**src/wcrp_pkg.sv**
```systemverilog
// Shared types, command codes and constant tables for the wireframe cube core.
// Used by wcrp_ctrl, wcrp_dpath and the top level; no dependencies.
package wcrp_pkg;

    localparam logic [3:0] CMD_NOP    = 4'd0;
    localparam logic [3:0] CMD_LOAD   = 4'd1;
    localparam logic [3:0] CMD_CINIT  = 4'd2;
    localparam logic [3:0] CMD_CSTEP  = 4'd3;
    localparam logic [3:0] CMD_CSTORE = 4'd4;
    localparam logic [3:0] CMD_KINIT  = 4'd5;
    localparam logic [3:0] CMD_MULA   = 4'd6;
    localparam logic [3:0] CMD_MULB   = 4'd7;
    localparam logic [3:0] CMD_MWR    = 4'd8;
    localparam logic [3:0] CMD_PMUL   = 4'd9;
    localparam logic [3:0] CMD_PNUM   = 4'd10;
    localparam logic [3:0] CMD_DINIT  = 4'd11;
    localparam logic [3:0] CMD_DSTEP  = 4'd12;
    localparam logic [3:0] CMD_DWR    = 4'd13;
    localparam logic [3:0] CMD_ERD    = 4'd14;
    localparam logic [3:0] CMD_EOUT   = 4'd15;

    localparam logic [1:0] REG_SCALE  = 2'd0;
    localparam logic [1:0] REG_PDIST  = 2'd1;
    localparam logic [1:0] REG_CX     = 2'd2;
    localparam logic [1:0] REG_CY     = 2'd3;

    localparam logic [5:0] SCALE_RST  = 6'd16;
    localparam logic [5:0] PDIST_RST  = 6'd4;
    localparam logic [7:0] CX_RST     = 8'd64;
    localparam logic [7:0] CY_RST     = 8'd32;

    localparam logic [3:0] CORDIC_LAST = 4'd14;
    localparam logic [3:0] DIV_LAST    = 4'd15;
    localparam logic [3:0] EDGE_LAST   = 4'd11;
    localparam logic [1:0] AXIS_LAST   = 2'd2;
    localparam logic [2:0] CORNER_LAST = 3'd7;
    localparam logic [2:0] MOP_LAST    = 3'd5;

    localparam logic signed [17:0] CORDIC_GAIN = 18'sd9949;

    typedef struct packed {
        logic [3:0] op;
        logic [1:0] axis;
        logic [3:0] step;
        logic [2:0] corner;
        logic [2:0] mop;
        logic       ycoord;
        logic [3:0] edge_idx;
    } t_cmd;

    typedef struct packed {
        logic out_free;
    } t_stat;

    typedef struct packed {
        logic [5:0] scale;
        logic [5:0] persp_dist;
        logic [7:0] center_x;
        logic [7:0] center_y;
    } t_cfg;

    function automatic logic [13:0] atan_q(input logic [3:0] i);
        logic [13:0] v;
        unique case (i)
            4'd0:    v = 14'd8192;
            4'd1:    v = 14'd4836;
            4'd2:    v = 14'd2555;
            4'd3:    v = 14'd1297;
            4'd4:    v = 14'd651;
            4'd5:    v = 14'd326;
            4'd6:    v = 14'd163;
            4'd7:    v = 14'd81;
            4'd8:    v = 14'd41;
            4'd9:    v = 14'd20;
            4'd10:   v = 14'd10;
            4'd11:   v = 14'd5;
            4'd12:   v = 14'd3;
            4'd13:   v = 14'd1;
            4'd14:   v = 14'd1;
            default: v = 14'd0;
        endcase
        return v;
    endfunction

    function automatic logic [2:0] edge_a(input logic [3:0] e);
        logic [2:0] v;
        unique case (e)
            4'd0, 4'd1, 4'd2: v = 3'd0;
            4'd3, 4'd4:       v = 3'd1;
            4'd5, 4'd6:       v = 3'd2;
            4'd7:             v = 3'd3;
            4'd8, 4'd9:       v = 3'd4;
            4'd10:            v = 3'd5;
            4'd11:            v = 3'd6;
            default:          v = 3'd0;
        endcase
        return v;
    endfunction

    function automatic logic [2:0] edge_b(input logic [3:0] e);
        logic [2:0] v;
        unique case (e)
            4'd0:                v = 3'd1;
            4'd1:                v = 3'd2;
            4'd2:                v = 3'd4;
            4'd3, 4'd5:          v = 3'd3;
            4'd4, 4'd8:          v = 3'd5;
            4'd6, 4'd9:          v = 3'd6;
            4'd7, 4'd10, 4'd11:  v = 3'd7;
            default:             v = 3'd0;
        endcase
        return v;
    endfunction

endpackage

```
**src/wcrp_ram.sv**
```systemverilog
// Generic RAM: one write port, two read ports with registered read data.
// No dependencies.
module wcrp_ram #(
    parameter int WIDTH = 8,
    parameter int DEPTH = 8
) (
    input  logic                     i_clk,
    input  logic                     i_we,
    input  logic [$clog2(DEPTH)-1:0] i_waddr,
    input  logic [WIDTH-1:0]         i_wdata,
    input  logic [$clog2(DEPTH)-1:0] i_raddr_a,
    input  logic [$clog2(DEPTH)-1:0] i_raddr_b,
    output logic [WIDTH-1:0]         o_rdata_a,
    output logic [WIDTH-1:0]         o_rdata_b
);
    logic [WIDTH-1:0] r_mem [DEPTH];

    always_ff @(posedge i_clk) begin
        if (i_we) begin
            r_mem[i_waddr] <= i_wdata;
        end
        o_rdata_a <= r_mem[i_raddr_a];
        o_rdata_b <= r_mem[i_raddr_b];
    end
endmodule

```
**src/wcrp_ctrl.sv**
```systemverilog
// Sequencer for the cube core: steps CORDIC, rotation, projection and edge output.
// Depends on wcrp_pkg; drives wcrp_dpath through a command struct.
module wcrp_ctrl (
    input  logic           i_clk,
    input  logic           i_rst_n,
    input  logic           i_valid,
    input  wcrp_pkg::t_stat i_stat,
    output wcrp_pkg::t_cmd o_cmd,
    output logic           o_busy
);
    localparam logic [3:0] S_IDLE   = 4'd0;
    localparam logic [3:0] S_CINIT  = 4'd1;
    localparam logic [3:0] S_CSTEP  = 4'd2;
    localparam logic [3:0] S_CSTORE = 4'd3;
    localparam logic [3:0] S_KINIT  = 4'd4;
    localparam logic [3:0] S_MULA   = 4'd5;
    localparam logic [3:0] S_MULB   = 4'd6;
    localparam logic [3:0] S_MWR    = 4'd7;
    localparam logic [3:0] S_PMUL   = 4'd8;
    localparam logic [3:0] S_PNUM   = 4'd9;
    localparam logic [3:0] S_DINIT  = 4'd10;
    localparam logic [3:0] S_DSTEP  = 4'd11;
    localparam logic [3:0] S_DWR    = 4'd12;
    localparam logic [3:0] S_ERD    = 4'd13;
    localparam logic [3:0] S_EOUT   = 4'd14;

    logic [3:0] r_state, n_state;
    logic [1:0] r_axis, n_axis;
    logic [3:0] r_step, n_step;
    logic [2:0] r_corner, n_corner;
    logic [2:0] r_mop, n_mop;
    logic       r_ycoord, n_ycoord;
    logic [3:0] r_edge, n_edge;

    always_ff @(posedge i_clk) begin
        if (!i_rst_n) begin
            r_state  <= S_IDLE;
            r_axis   <= '0;
            r_step   <= '0;
            r_corner <= '0;
            r_mop    <= '0;
            r_ycoord <= 1'b0;
            r_edge   <= '0;
        end else begin
            r_state  <= n_state;
            r_axis   <= n_axis;
            r_step   <= n_step;
            r_corner <= n_corner;
            r_mop    <= n_mop;
            r_ycoord <= n_ycoord;
            r_edge   <= n_edge;
        end
    end

    always_comb begin
        n_state  = r_state;
        n_axis   = r_axis;
        n_step   = r_step;
        n_corner = r_corner;
        n_mop    = r_mop;
        n_ycoord = r_ycoord;
        n_edge   = r_edge;
        o_cmd.op = wcrp_pkg::CMD_NOP;
        unique case (r_state)
            S_IDLE: begin
                if (i_valid) begin
                    o_cmd.op = wcrp_pkg::CMD_LOAD;
                    n_axis   = '0;
                    n_state  = S_CINIT;
                end
            end
            S_CINIT: begin
                o_cmd.op = wcrp_pkg::CMD_CINIT;
                n_step   = '0;
                n_state  = S_CSTEP;
            end
            S_CSTEP: begin
                o_cmd.op = wcrp_pkg::CMD_CSTEP;
                if (r_step == wcrp_pkg::CORDIC_LAST) begin
                    n_state = S_CSTORE;
                end else begin
                    n_step = r_step + 4'd1;
                end
            end
            S_CSTORE: begin
                o_cmd.op = wcrp_pkg::CMD_CSTORE;
                if (r_axis == wcrp_pkg::AXIS_LAST) begin
                    n_corner = '0;
                    n_state  = S_KINIT;
                end else begin
                    n_axis  = r_axis + 2'd1;
                    n_state = S_CINIT;
                end
            end
            S_KINIT: begin
                o_cmd.op = wcrp_pkg::CMD_KINIT;
                n_mop    = '0;
                n_state  = S_MULA;
            end
            S_MULA: begin
                o_cmd.op = wcrp_pkg::CMD_MULA;
                n_state  = S_MULB;
            end
            S_MULB: begin
                o_cmd.op = wcrp_pkg::CMD_MULB;
                n_state  = S_MWR;
            end
            S_MWR: begin
                o_cmd.op = wcrp_pkg::CMD_MWR;
                if (r_mop == wcrp_pkg::MOP_LAST) begin
                    n_ycoord = 1'b0;
                    n_state  = S_PMUL;
                end else begin
                    n_mop   = r_mop + 3'd1;
                    n_state = S_MULA;
                end
            end
            S_PMUL: begin
                o_cmd.op = wcrp_pkg::CMD_PMUL;
                n_state  = S_PNUM;
            end
            S_PNUM: begin
                o_cmd.op = wcrp_pkg::CMD_PNUM;
                n_state  = S_DINIT;
            end
            S_DINIT: begin
                o_cmd.op = wcrp_pkg::CMD_DINIT;
                n_step   = '0;
                n_state  = S_DSTEP;
            end
            S_DSTEP: begin
                o_cmd.op = wcrp_pkg::CMD_DSTEP;
                if (r_step == wcrp_pkg::DIV_LAST) begin
                    n_state = S_DWR;
                end else begin
                    n_step = r_step + 4'd1;
                end
            end
            S_DWR: begin
                o_cmd.op = wcrp_pkg::CMD_DWR;
                if (!r_ycoord) begin
                    n_ycoord = 1'b1;
                    n_state  = S_PMUL;
                end else if (r_corner == wcrp_pkg::CORNER_LAST) begin
                    n_edge  = '0;
                    n_state = S_ERD;
                end else begin
                    n_corner = r_corner + 3'd1;
                    n_state  = S_KINIT;
                end
            end
            S_ERD: begin
                o_cmd.op = wcrp_pkg::CMD_ERD;
                n_state  = S_EOUT;
            end
            S_EOUT: begin
                if (i_stat.out_free) begin
                    o_cmd.op = wcrp_pkg::CMD_EOUT;
                    if (r_edge == wcrp_pkg::EDGE_LAST) begin
                        n_state = S_IDLE;
                    end else begin
                        n_edge  = r_edge + 4'd1;
                        n_state = S_ERD;
                    end
                end
            end
            default: n_state = S_IDLE;
        endcase
    end

    assign o_cmd.axis     = r_axis;
    assign o_cmd.step     = r_step;
    assign o_cmd.corner   = r_corner;
    assign o_cmd.mop      = r_mop;
    assign o_cmd.ycoord   = r_ycoord;
    assign o_cmd.edge_idx = r_edge;
    assign o_busy         = (r_state != S_IDLE);
endmodule

```
**src/wcrp_dpath.sv**
```systemverilog
// Datapath: shared CORDIC, multiply-accumulate rotation logic, serial divider,
// corner store and output register. Depends on wcrp_pkg and wcrp_ram.
module wcrp_dpath #(
    parameter int ANGLE_WIDTH = 16,
    parameter int COORD_WIDTH = 12
) (
    input  logic                          i_clk,
    input  logic                          i_rst_n,
    input  wcrp_pkg::t_cmd                i_cmd,
    input  wcrp_pkg::t_cfg                i_cfg,
    input  logic [ANGLE_WIDTH-1:0]        i_angle_x,
    input  logic [ANGLE_WIDTH-1:0]        i_angle_y,
    input  logic [ANGLE_WIDTH-1:0]        i_angle_z,
    input  logic                          i_stall,
    output wcrp_pkg::t_stat               o_stat,
    output logic                          o_valid,
    output logic [3:0]                    o_edge_index,
    output logic signed [COORD_WIDTH-1:0] o_start_x,
    output logic signed [COORD_WIDTH-1:0] o_start_y,
    output logic signed [COORD_WIDTH-1:0] o_end_x,
    output logic signed [COORD_WIDTH-1:0] o_end_y,
    output logic                          o_last_edge
);
    localparam int CW = COORD_WIDTH;
    localparam logic signed [17:0] SAT_HI = 18'sd1 <<< (CW - 1);
    localparam logic signed [17:0] SAT_LO = -(18'sd1 <<< (CW - 1));

    logic [ANGLE_WIDTH-1:0] r_ang [3];
    logic signed [17:0] r_cx, r_cy, r_cz;
    logic [1:0]         r_quad;
    logic signed [17:0] r_cos [3];
    logic signed [17:0] r_sin [3];
    logic signed [17:0] r_x, r_y, r_z, r_t;
    logic signed [35:0] r_prod;
    logic signed [36:0] r_acc;
    logic signed [24:0] r_m;
    logic signed [31:0] r_num;
    logic [20:0]        r_den;
    logic [31:0]        r_rem;
    logic [35:0]        r_dsh;
    logic [15:0]        r_quo;
    logic               r_neg;
    logic [CW-1:0]      r_px;

    logic [ANGLE_WIDTH+15:0] w_wide;
    logic [15:0]        w_ph;
    logic signed [17:0] w_dx, w_dy, w_atan;
    logic signed [17:0] w_a, w_p, w_b, w_q;
    logic signed [35:0] w_prod_b;
    logic signed [31:0] w_num;
    logic signed [36:0] w_accr;
    logic signed [17:0] w_res;
    logic [5:0]         w_d;
    logic signed [17:0] w_coord;
    logic signed [21:0] w_den;
    logic               w_ge;
    logic signed [16:0] w_qs;
    logic signed [17:0] w_pos;
    logic [CW-1:0]      w_sat;
    logic [2*CW-1:0]    w_rd_a, w_rd_b;
    logic               w_we;

    assign w_wide = {r_ang[i_cmd.axis], 16'b0};
    assign w_ph   = w_wide[ANGLE_WIDTH+15 -: 16];

    assign w_dx   = r_cx >>> i_cmd.step;
    assign w_dy   = r_cy >>> i_cmd.step;
    assign w_atan = $signed({4'b0, wcrp_pkg::atan_q(i_cmd.step)});

    always_comb begin
        unique case (i_cmd.mop)
            3'd0: begin w_a = r_y; w_p = r_cos[0];  w_b = r_z; w_q = -r_sin[0]; end
            3'd1: begin w_a = r_y; w_p = r_sin[0];  w_b = r_z; w_q = r_cos[0];  end
            3'd2: begin w_a = r_x; w_p = r_cos[1];  w_b = r_z; w_q = r_sin[1];  end
            3'd3: begin w_a = r_x; w_p = -r_sin[1]; w_b = r_z; w_q = r_cos[1];  end
            3'd4: begin w_a = r_x; w_p = r_cos[2];  w_b = r_y; w_q = r_sin[2];  end
            3'd5: begin w_a = r_x; w_p = -r_sin[2]; w_b = r_y; w_q = r_cos[2];  end
            default: begin w_a = r_x; w_p = r_cos[0]; w_b = r_y; w_q = r_sin[0]; end
        endcase
    end

    assign w_prod_b = w_b * w_q;
    assign w_num    = r_m * $signed({1'b0, i_cfg.scale});

    assign w_accr  = r_acc + (r_acc[36] ? 37'sd16383 : 37'sd0);
    assign w_res   = 18'(w_accr >>> 14);

    assign w_d     = (i_cfg.persp_dist < 6'd2) ? 6'd2 : i_cfg.persp_dist;
    assign w_coord = i_cmd.ycoord ? r_y : r_x;
    assign w_den   = $signed({2'b0, w_d, 14'b0}) + 22'(r_z);

    assign w_ge    = ({4'b0, r_rem} >= r_dsh);
    assign w_qs    = r_neg ? -$signed({1'b0, r_quo}) : $signed({1'b0, r_quo});
    assign w_pos   = (i_cmd.ycoord ? $signed({10'b0, i_cfg.center_y})
                                   : $signed({10'b0, i_cfg.center_x})) + 18'(w_qs);

    always_comb begin
        if (w_pos >= SAT_HI) begin
            w_sat = CW'(SAT_HI - 18'sd1);
        end else if (w_pos < SAT_LO) begin
            w_sat = CW'(SAT_LO);
        end else begin
            w_sat = CW'(w_pos);
        end
    end

    assign w_we = (i_cmd.op == wcrp_pkg::CMD_DWR) && i_cmd.ycoord;

    wcrp_ram #(
        .WIDTH(2 * CW),
        .DEPTH(8)
    ) u_corner_ram (
        .i_clk    (i_clk),
        .i_we     (w_we),
        .i_waddr  (i_cmd.corner),
        .i_wdata  ({r_px, w_sat}),
        .i_raddr_a(wcrp_pkg::edge_a(i_cmd.edge_idx)),
        .i_raddr_b(wcrp_pkg::edge_b(i_cmd.edge_idx)),
        .o_rdata_a(w_rd_a),
        .o_rdata_b(w_rd_b)
    );

    always_ff @(posedge i_clk) begin
        unique case (i_cmd.op)
            wcrp_pkg::CMD_LOAD: begin
                r_ang[0] <= i_angle_x;
                r_ang[1] <= i_angle_y;
                r_ang[2] <= i_angle_z;
            end
            wcrp_pkg::CMD_CINIT: begin
                r_cx   <= wcrp_pkg::CORDIC_GAIN;
                r_cy   <= '0;
                r_cz   <= $signed({4'b0, w_ph[13:0]});
                r_quad <= w_ph[15:14];
            end
            wcrp_pkg::CMD_CSTEP: begin
                if (!r_cz[17]) begin
                    r_cx <= r_cx - w_dy;
                    r_cy <= r_cy + w_dx;
                    r_cz <= r_cz - w_atan;
                end else begin
                    r_cx <= r_cx + w_dy;
                    r_cy <= r_cy - w_dx;
                    r_cz <= r_cz + w_atan;
                end
            end
            wcrp_pkg::CMD_CSTORE: begin
                unique case (r_quad)
                    2'd0: begin r_cos[i_cmd.axis] <= r_cx;  r_sin[i_cmd.axis] <= r_cy;  end
                    2'd1: begin r_cos[i_cmd.axis] <= -r_cy; r_sin[i_cmd.axis] <= r_cx;  end
                    2'd2: begin r_cos[i_cmd.axis] <= -r_cx; r_sin[i_cmd.axis] <= -r_cy; end
                    default: begin
                        r_cos[i_cmd.axis] <= r_cy;
                        r_sin[i_cmd.axis] <= -r_cx;
                    end
                endcase
            end
            wcrp_pkg::CMD_KINIT: begin
                r_x <= i_cmd.corner[2] ? -18'sd16384 : 18'sd16384;
                r_y <= i_cmd.corner[1] ? -18'sd16384 : 18'sd16384;
                r_z <= i_cmd.corner[0] ? -18'sd16384 : 18'sd16384;
            end
            wcrp_pkg::CMD_MULA: r_prod <= w_a * w_p;
            wcrp_pkg::CMD_MULB: r_acc  <= 37'(r_prod) + 37'(w_prod_b);
            wcrp_pkg::CMD_MWR: begin
                unique case (i_cmd.mop)
                    3'd1: begin r_z <= w_res; r_y <= r_t; end
                    3'd3: begin r_z <= w_res; r_x <= r_t; end
                    3'd5: begin r_y <= w_res; r_x <= r_t; end
                    default: r_t <= w_res;
                endcase
            end
            wcrp_pkg::CMD_PMUL: r_m <= w_coord * $signed({1'b0, w_d});
            wcrp_pkg::CMD_PNUM: begin
                r_num <= w_num;
                r_den <= 21'(w_den);
            end
            wcrp_pkg::CMD_DINIT: begin
                r_rem <= r_num[31] ? 32'(-r_num) : 32'(r_num);
                r_neg <= r_num[31];
                r_dsh <= {r_den, 15'b0};
                r_quo <= '0;
            end
            wcrp_pkg::CMD_DSTEP: begin
                if (w_ge) begin
                    r_rem <= 32'({4'b0, r_rem} - r_dsh);
                end
                r_quo <= {r_quo[14:0], w_ge};
                r_dsh <= r_dsh >> 1;
            end
            wcrp_pkg::CMD_DWR: begin
                if (!i_cmd.ycoord) begin
                    r_px <= w_sat;
                end
            end
            default: ;
        endcase
    end

    always_ff @(posedge i_clk) begin
        if (!i_rst_n) begin
            o_valid <= 1'b0;
        end else if (i_cmd.op == wcrp_pkg::CMD_EOUT) begin
            o_valid <= 1'b1;
        end else if (!i_stall) begin
            o_valid <= 1'b0;
        end
    end

    always_ff @(posedge i_clk) begin
        if (i_cmd.op == wcrp_pkg::CMD_EOUT) begin
            o_edge_index <= i_cmd.edge_idx;
            o_start_x    <= w_rd_a[2*CW-1:CW];
            o_start_y    <= w_rd_a[CW-1:0];
            o_end_x      <= w_rd_b[2*CW-1:CW];
            o_end_y      <= w_rd_b[CW-1:0];
            o_last_edge  <= (i_cmd.edge_idx == wcrp_pkg::EDGE_LAST);
        end
    end

    assign o_stat.out_free = !o_valid || !i_stall;
endmodule

```
**src/wireframe_cube_rotate_project_core.sv**
```systemverilog
// A frame runs the 15-step CORDIC three times, rotates each corner with multiply-accumulate
// steps and projects its x and y coordinates through the serial divider. No new frame is
// accepted (o_stall stays high) until the last edge item has been issued to the output.
// Edge items follow, one for each cube edge, each read from the corner store and issued when the output is free.
// Reset (synchronous, active low) idles the sequencer, drops o_valid and loads
// the configuration registers with their default values.
module wireframe_cube_rotate_project_core #(
    parameter int ANGLE_WIDTH = 16,
    parameter int COORD_WIDTH = 12
) (
    input  logic                          i_clk,
    input  logic                          i_rst_n,
    input  logic                          i_valid,
    output logic                          o_stall,
    input  logic signed [ANGLE_WIDTH-1:0] i_angle_x,
    input  logic signed [ANGLE_WIDTH-1:0] i_angle_y,
    input  logic signed [ANGLE_WIDTH-1:0] i_angle_z,
    output logic                          o_valid,
    input  logic                          i_stall,
    output logic [3:0]                    o_edge_index,
    output logic signed [COORD_WIDTH-1:0] o_start_x,
    output logic signed [COORD_WIDTH-1:0] o_start_y,
    output logic signed [COORD_WIDTH-1:0] o_end_x,
    output logic signed [COORD_WIDTH-1:0] o_end_y,
    output logic                          o_last_edge,
    input  logic                          psel,
    input  logic                          penable,
    input  logic                          pwrite,
    input  logic [3:0]                    paddr,
    input  logic [31:0]                   pwdata,
    output logic [31:0]                   prdata,
    output logic                          pready
);
    wcrp_pkg::t_cfg  r_cfg;
    wcrp_pkg::t_cmd  w_cmd;
    wcrp_pkg::t_stat w_stat;
    logic            w_busy;

    assign pready = 1'b1;

    always_ff @(posedge i_clk) begin
        if (!i_rst_n) begin
            r_cfg.scale      <= wcrp_pkg::SCALE_RST;
            r_cfg.persp_dist <= wcrp_pkg::PDIST_RST;
            r_cfg.center_x   <= wcrp_pkg::CX_RST;
            r_cfg.center_y   <= wcrp_pkg::CY_RST;
        end else if (psel && penable && pwrite && pready) begin
            unique case (paddr[3:2])
                wcrp_pkg::REG_SCALE: r_cfg.scale      <= pwdata[5:0];
                wcrp_pkg::REG_PDIST: r_cfg.persp_dist <= pwdata[5:0];
                wcrp_pkg::REG_CX:    r_cfg.center_x   <= pwdata[7:0];
                wcrp_pkg::REG_CY:    r_cfg.center_y   <= pwdata[7:0];
                default: ;
            endcase
        end
    end

    always_comb begin
        unique case (paddr[3:2])
            wcrp_pkg::REG_SCALE: prdata = {26'b0, r_cfg.scale};
            wcrp_pkg::REG_PDIST: prdata = {26'b0, r_cfg.persp_dist};
            wcrp_pkg::REG_CX:    prdata = {24'b0, r_cfg.center_x};
            default:             prdata = {24'b0, r_cfg.center_y};
        endcase
    end

    wcrp_ctrl u_ctrl (
        .i_clk  (i_clk),
        .i_rst_n(i_rst_n),
        .i_valid(i_valid),
        .i_stat (w_stat),
        .o_cmd  (w_cmd),
        .o_busy (w_busy)
    );

    wcrp_dpath #(
        .ANGLE_WIDTH(ANGLE_WIDTH),
        .COORD_WIDTH(COORD_WIDTH)
    ) u_dpath (
        .i_clk       (i_clk),
        .i_rst_n     (i_rst_n),
        .i_cmd       (w_cmd),
        .i_cfg       (r_cfg),
        .i_angle_x   (i_angle_x),
        .i_angle_y   (i_angle_y),
        .i_angle_z   (i_angle_z),
        .i_stall     (i_stall),
        .o_stat      (w_stat),
        .o_valid     (o_valid),
        .o_edge_index(o_edge_index),
        .o_start_x   (o_start_x),
        .o_start_y   (o_start_y),
        .o_end_x     (o_end_x),
        .o_end_y     (o_end_y),
        .o_last_edge (o_last_edge)
    );

    assign o_stall = w_busy;

`ifndef SYNTHESIS
    a_busy_after_accept: assert property (@(posedge i_clk) disable iff (!i_rst_n)
        i_valid && !o_stall |=> o_stall)
        else $error("core not busy after frame accept");

    a_last_flag: assert property (@(posedge i_clk) disable iff (!i_rst_n)
        o_valid |-> (o_last_edge == (o_edge_index == wcrp_pkg::EDGE_LAST)))
        else $error("last_edge flag disagrees with edge index");

    a_edge_range: assert property (@(posedge i_clk) disable iff (!i_rst_n)
        o_valid |-> o_edge_index <= wcrp_pkg::EDGE_LAST)
        else $error("edge index out of range");
`endif
endmodule

```
**config.mk**
```make
export PLATFORM = sky130hd
export DESIGN_NAME = wireframe_cube_rotate_project_core
export DESIGN_NICKNAME = d
export VERILOG_FILES = /design/src/wcrp_pkg.sv /design/src/wcrp_ram.sv /design/src/wcrp_ctrl.sv /design/src/wcrp_dpath.sv /design/src/wireframe_cube_rotate_project_core.sv
export SDC_FILE = /design/constraint.sdc
export NUM_CORES = 2
export LEC_CHECK = 0
export BUFFER_PORTS_ARGS = -buffer_cell sky130_fd_sc_hd__buf_4
export CAP_MARGIN = 30
export CORE_MARGIN = 1.5
export CORE_UTILIZATION = 65
export CTS_CLUSTER_SIZE = 10
export DETAILED_ROUTE_END_ITERATION = 12
export HOLD_SLACK_MARGIN = 0.05
export PLACE_DENSITY = 0.82
export SETUP_SLACK_MARGIN = 0.3
export SLEW_MARGIN = 20
export SYNTH_ARGS = -nofsm -noshare
export SYNTH_HDL_FRONTEND = slang
export SYNTH_HIERARCHICAL = 1
export SYNTH_SLANG_ARGS = --single-unit
export TNS_END_PERCENT = 50
```
**constraint.sdc**
```tcl
create_clock -name i_clk -period 16.2 [get_ports i_clk]
set_input_delay 3.24 -clock i_clk [delete_from_list [all_inputs] [get_ports i_clk]]
set_output_delay 3.24 -clock i_clk [all_outputs]
set_load 0.02 [all_outputs]
```
==> run metrics <==
Fmax=101 MHz; hold_buf cts=0; HP Class=reg -> reg; clock skew=83.1 ps; number of synthesized flops with an enable pin=between 700 and 800; vias in the first global route=59900; Netlist cell types=104; Pleak=36.7 nW; Tmin final=9900 ps; Most used DFF post-synth=edfxtp_1; most area-consuming cells after synthesis=edfxtp_1, fa_1, ha_1, inv_1, mux4_2; vias per cell=around 6.3; critical path class=reg -> reg; CP required=16690 ps; final setup fails=0; CP max FO=22; synth warn=6; deepest clock path buffer count=3; Final ANT Viol Nets=0; sequential-to-total area share from yosys stat=a little under a third; WL final=208000 um; clock sinks=871; Slew Viols, Final=0; post-cts resize count=0; worst setup margin=6300 ps; Final TNS setup=0 ps; Net Sw Power=between 0.008 and 0.009 W; Final HPWL DP=152000 um; Post-synth ARST share=0%; dpl cells=9069; fin crit share=just over 60%; CTS tree=built; final hold violation count=0; top cell type's share of synthesized area=29.0%; post-DR wirelength/cell=22.5 um; post-CTS setup buffers=0; maximum vdd drop=0.000341 V; status=finished, final reports clean; initial antenna violation count=4; cell taking the most area after synthesis=edfxtp_1; Area Overhead vs Synth=7.37%; CTS root buf=clkbuf_16; Comb power frac=a little over 70%; # diodes=0; Mapped Area=80000 sq um; Final GP Congestion=between 0.9 and 1; die area=125000 sq um; fillers=8382; crit start category=flop; largest net degree at the start of global routing=55; Mapped Cells=7529; Congestion Overflow GR=0; DR iter-0 viols=6306; first-pass GRT wire length=approximately 330000 um; die width=between 300 and 400 um; Die Y=354 um; All-Layer GR Usage=33.4%; non-filler cells, final=9264; share of cells above drive strength 1=9.66%; pre-CTS setup slack=6720 ps; clock network fraction of design power=between 10 and 15%; io pins=179; NumNets Final=between 8000 and 9000; maxcap violations=0; # DRC=0; cell row count=around 130; Initial Util=about two thirds; vias=58200; Int Pwr=0.0103 W; syn_area_per_cell=10.6 sq um; Core ar.=122000 sq um; Reg power frac=around 18%; RSZ-0062 raised after global routing=false; Worst Tran Pin Value=1050 ps; CTS clk-pin slew, worst paths=approximately 60 ps; Slew HR=between 20 and 30%; Sw Ratio=46.3%; slowest CP cell=nor2b_1; clk_lat worst skew=750 ps; DR pass1 iterations=9; most used cell, CP=fa_1; Synth Register Bits=871; Worst Setup End Kind=flop; PwrDens=224 nW/um^2; CTS HTree Levels=3; CP peak stage delay=approximately 800 ps; Num CTS Buffers=roughly 100; Arrival @ worst endpoint=a little over 10000 ps; I/O Buffers=127
worst paths after layout:
kind / from / to / slack, ps / depth (start not counted)
setup / recovery: u_ctrl/r_mop[1] / u_dpath/r_prod[30] / 6300 / 29
hold reg to reg: u_dpath/u_corner_ram/o_rdata_a[13] / u_dpath/o_start_x[1] / 400 / 0
hold / removal: u_dpath/u_corner_ram/o_rdata_a[13] / u_dpath/o_start_x[1] / 400 / 0
setup reg to reg: u_ctrl/r_mop[1] / u_dpath/r_prod[30] / 6300 / 29
state kept, by name, indices dropped and copies added, names as in the netlist, 16 cells and up:
name                            cells
r_cfg                              28
u_dpath/r_acc                      33
u_dpath/r_ang                      48
u_dpath/r_cos                      54
u_dpath/r_cx                       18
u_dpath/r_cy                       18
u_dpath/r_cz                       18
u_dpath/r_den                      21
u_dpath/r_dsh                      36
u_dpath/r_m                        25
u_dpath/r_num                      32
u_dpath/r_prod                     36
u_dpath/r_quo                      16
u_dpath/r_rem                      32
u_dpath/r_sin                      54
u_dpath/r_t                        18
u_dpath/r_x                        18
u_dpath/r_y                        18
u_dpath/r_z                        18
u_dpath/u_corner_ram/o_rdata_a     24
u_dpath/u_corner_ram/o_rdata_b     24
u_dpath/u_corner_ram/r_mem        192
layer usage:
layer,up-vias,wire (um),global-route usage (%),part of all wire [%]
met5,-,29,0,0.014
met4,4,9590,14.5,4.6
met3,600,21000,6.36,10
met2,3267,101000,55.8,48
met1,29000,76800,42.7,37
li1,25400,-,-,-
final cells by class:
cell class | instances | area (sq um) | share of cell area, %
clock buffers | 163 | 2840 | 3.31
clock inverters | 21 | 313 | 0.364
inverters | 1023 | 3840 | 4.47
multi-input cells | 5315 | 49800 | 57.9
flip-flops and latches | 871 | 25200 | 29.3
well taps | 1625 | 2030 | 2.37
repair buffers | 246 | 1960 | 2.28
critical path: cells and delay by family (launching register included):
| kind | cells | cell delay (ps) |
|---|---|---|
| and+or+nand+nor | 9 | 3660 |
| adders and majority gates | 7 | 3370 |
| AOI/OAI and AO/OA | 6 | 1360 |
| DFF | 1 | 610 |
| buffers and inverters | 6 | 480 |
| xor gates and xnor gates | 1 | 160 |
cells in the mapped netlist, drive strengths merged (44+ instances only):
cell type / number
inv: 1022
fa: 883
nand2: 796
edfxtp: 773
nor2: 553
ha: 461
o21ai: 266
a21oi: 262
clkbuf: 241
xnor2: 234
and2: 209
mux4: 144
xor2: 138
mux2i: 127
mux2: 117
buf: 102
dfxtp: 98
nand2b: 96
nor3: 93
nor2b: 89
a21o: 78
nand3: 77
a31oi: 56
or3: 46
a211oi: 44
cells by family after synthesis:
kind of cell | share of synthesized area (%)
xor+xnor | 4.08
other cells | 0.00938
mux | 7.45
compound gates | 8.43
simple gates | 12.5
fa+ha+maj | 29.3
buf+inv | 6.77
flops | 31.5
power by group through the flow:
stage	Combinational (W)	Sequential (W)	Clock (W)
after floorplan	0.0102	0.00336	0
after global placement	0.0129	0.00347	0
after detailed placement	0.0133	0.00347	0
after CTS	0.0135	0.00343	0.00222
after global routing	0.0151	0.00345	0.00230
final	0.0136	0.00344	0.00219
layout by cell type, fill, tap and decap left out, drive strengths merged, types with 34 or more instances in the layout:
cell,count
mux4,144
and2,209
ha,461
nand2b,96
nor2b,89
a21oi,262
nor2,553
dfxtp,98
nor3,93
and3,34
nand2,796
xor2,138
mux2,117
inv,1023
fa,883
a31oi,56
a21o,78
mux2i,127
or3,46
xnor2,234
o31ai,35
nand3,77
buf,245
a22oi,43
clkbuf,164
a211oi,44
o21ai,266
o21bai,34
edfxtp,773
o21a,43
stage by stage:
step	total power, W	area [sq um]	utilization [%]	hold WS [ps]
after global placement	0.0163	82500	67.6	386
after global routing	0.0208	85900	70.4	408
after detailed placement	0.0168	82600	67.7	389
after CTS	0.0191	85800	70.3	402
after floorplan	0.0136	80100	-	386
final	0.0192	85900	70.4	399
Power figures use the tool's default switching activity.
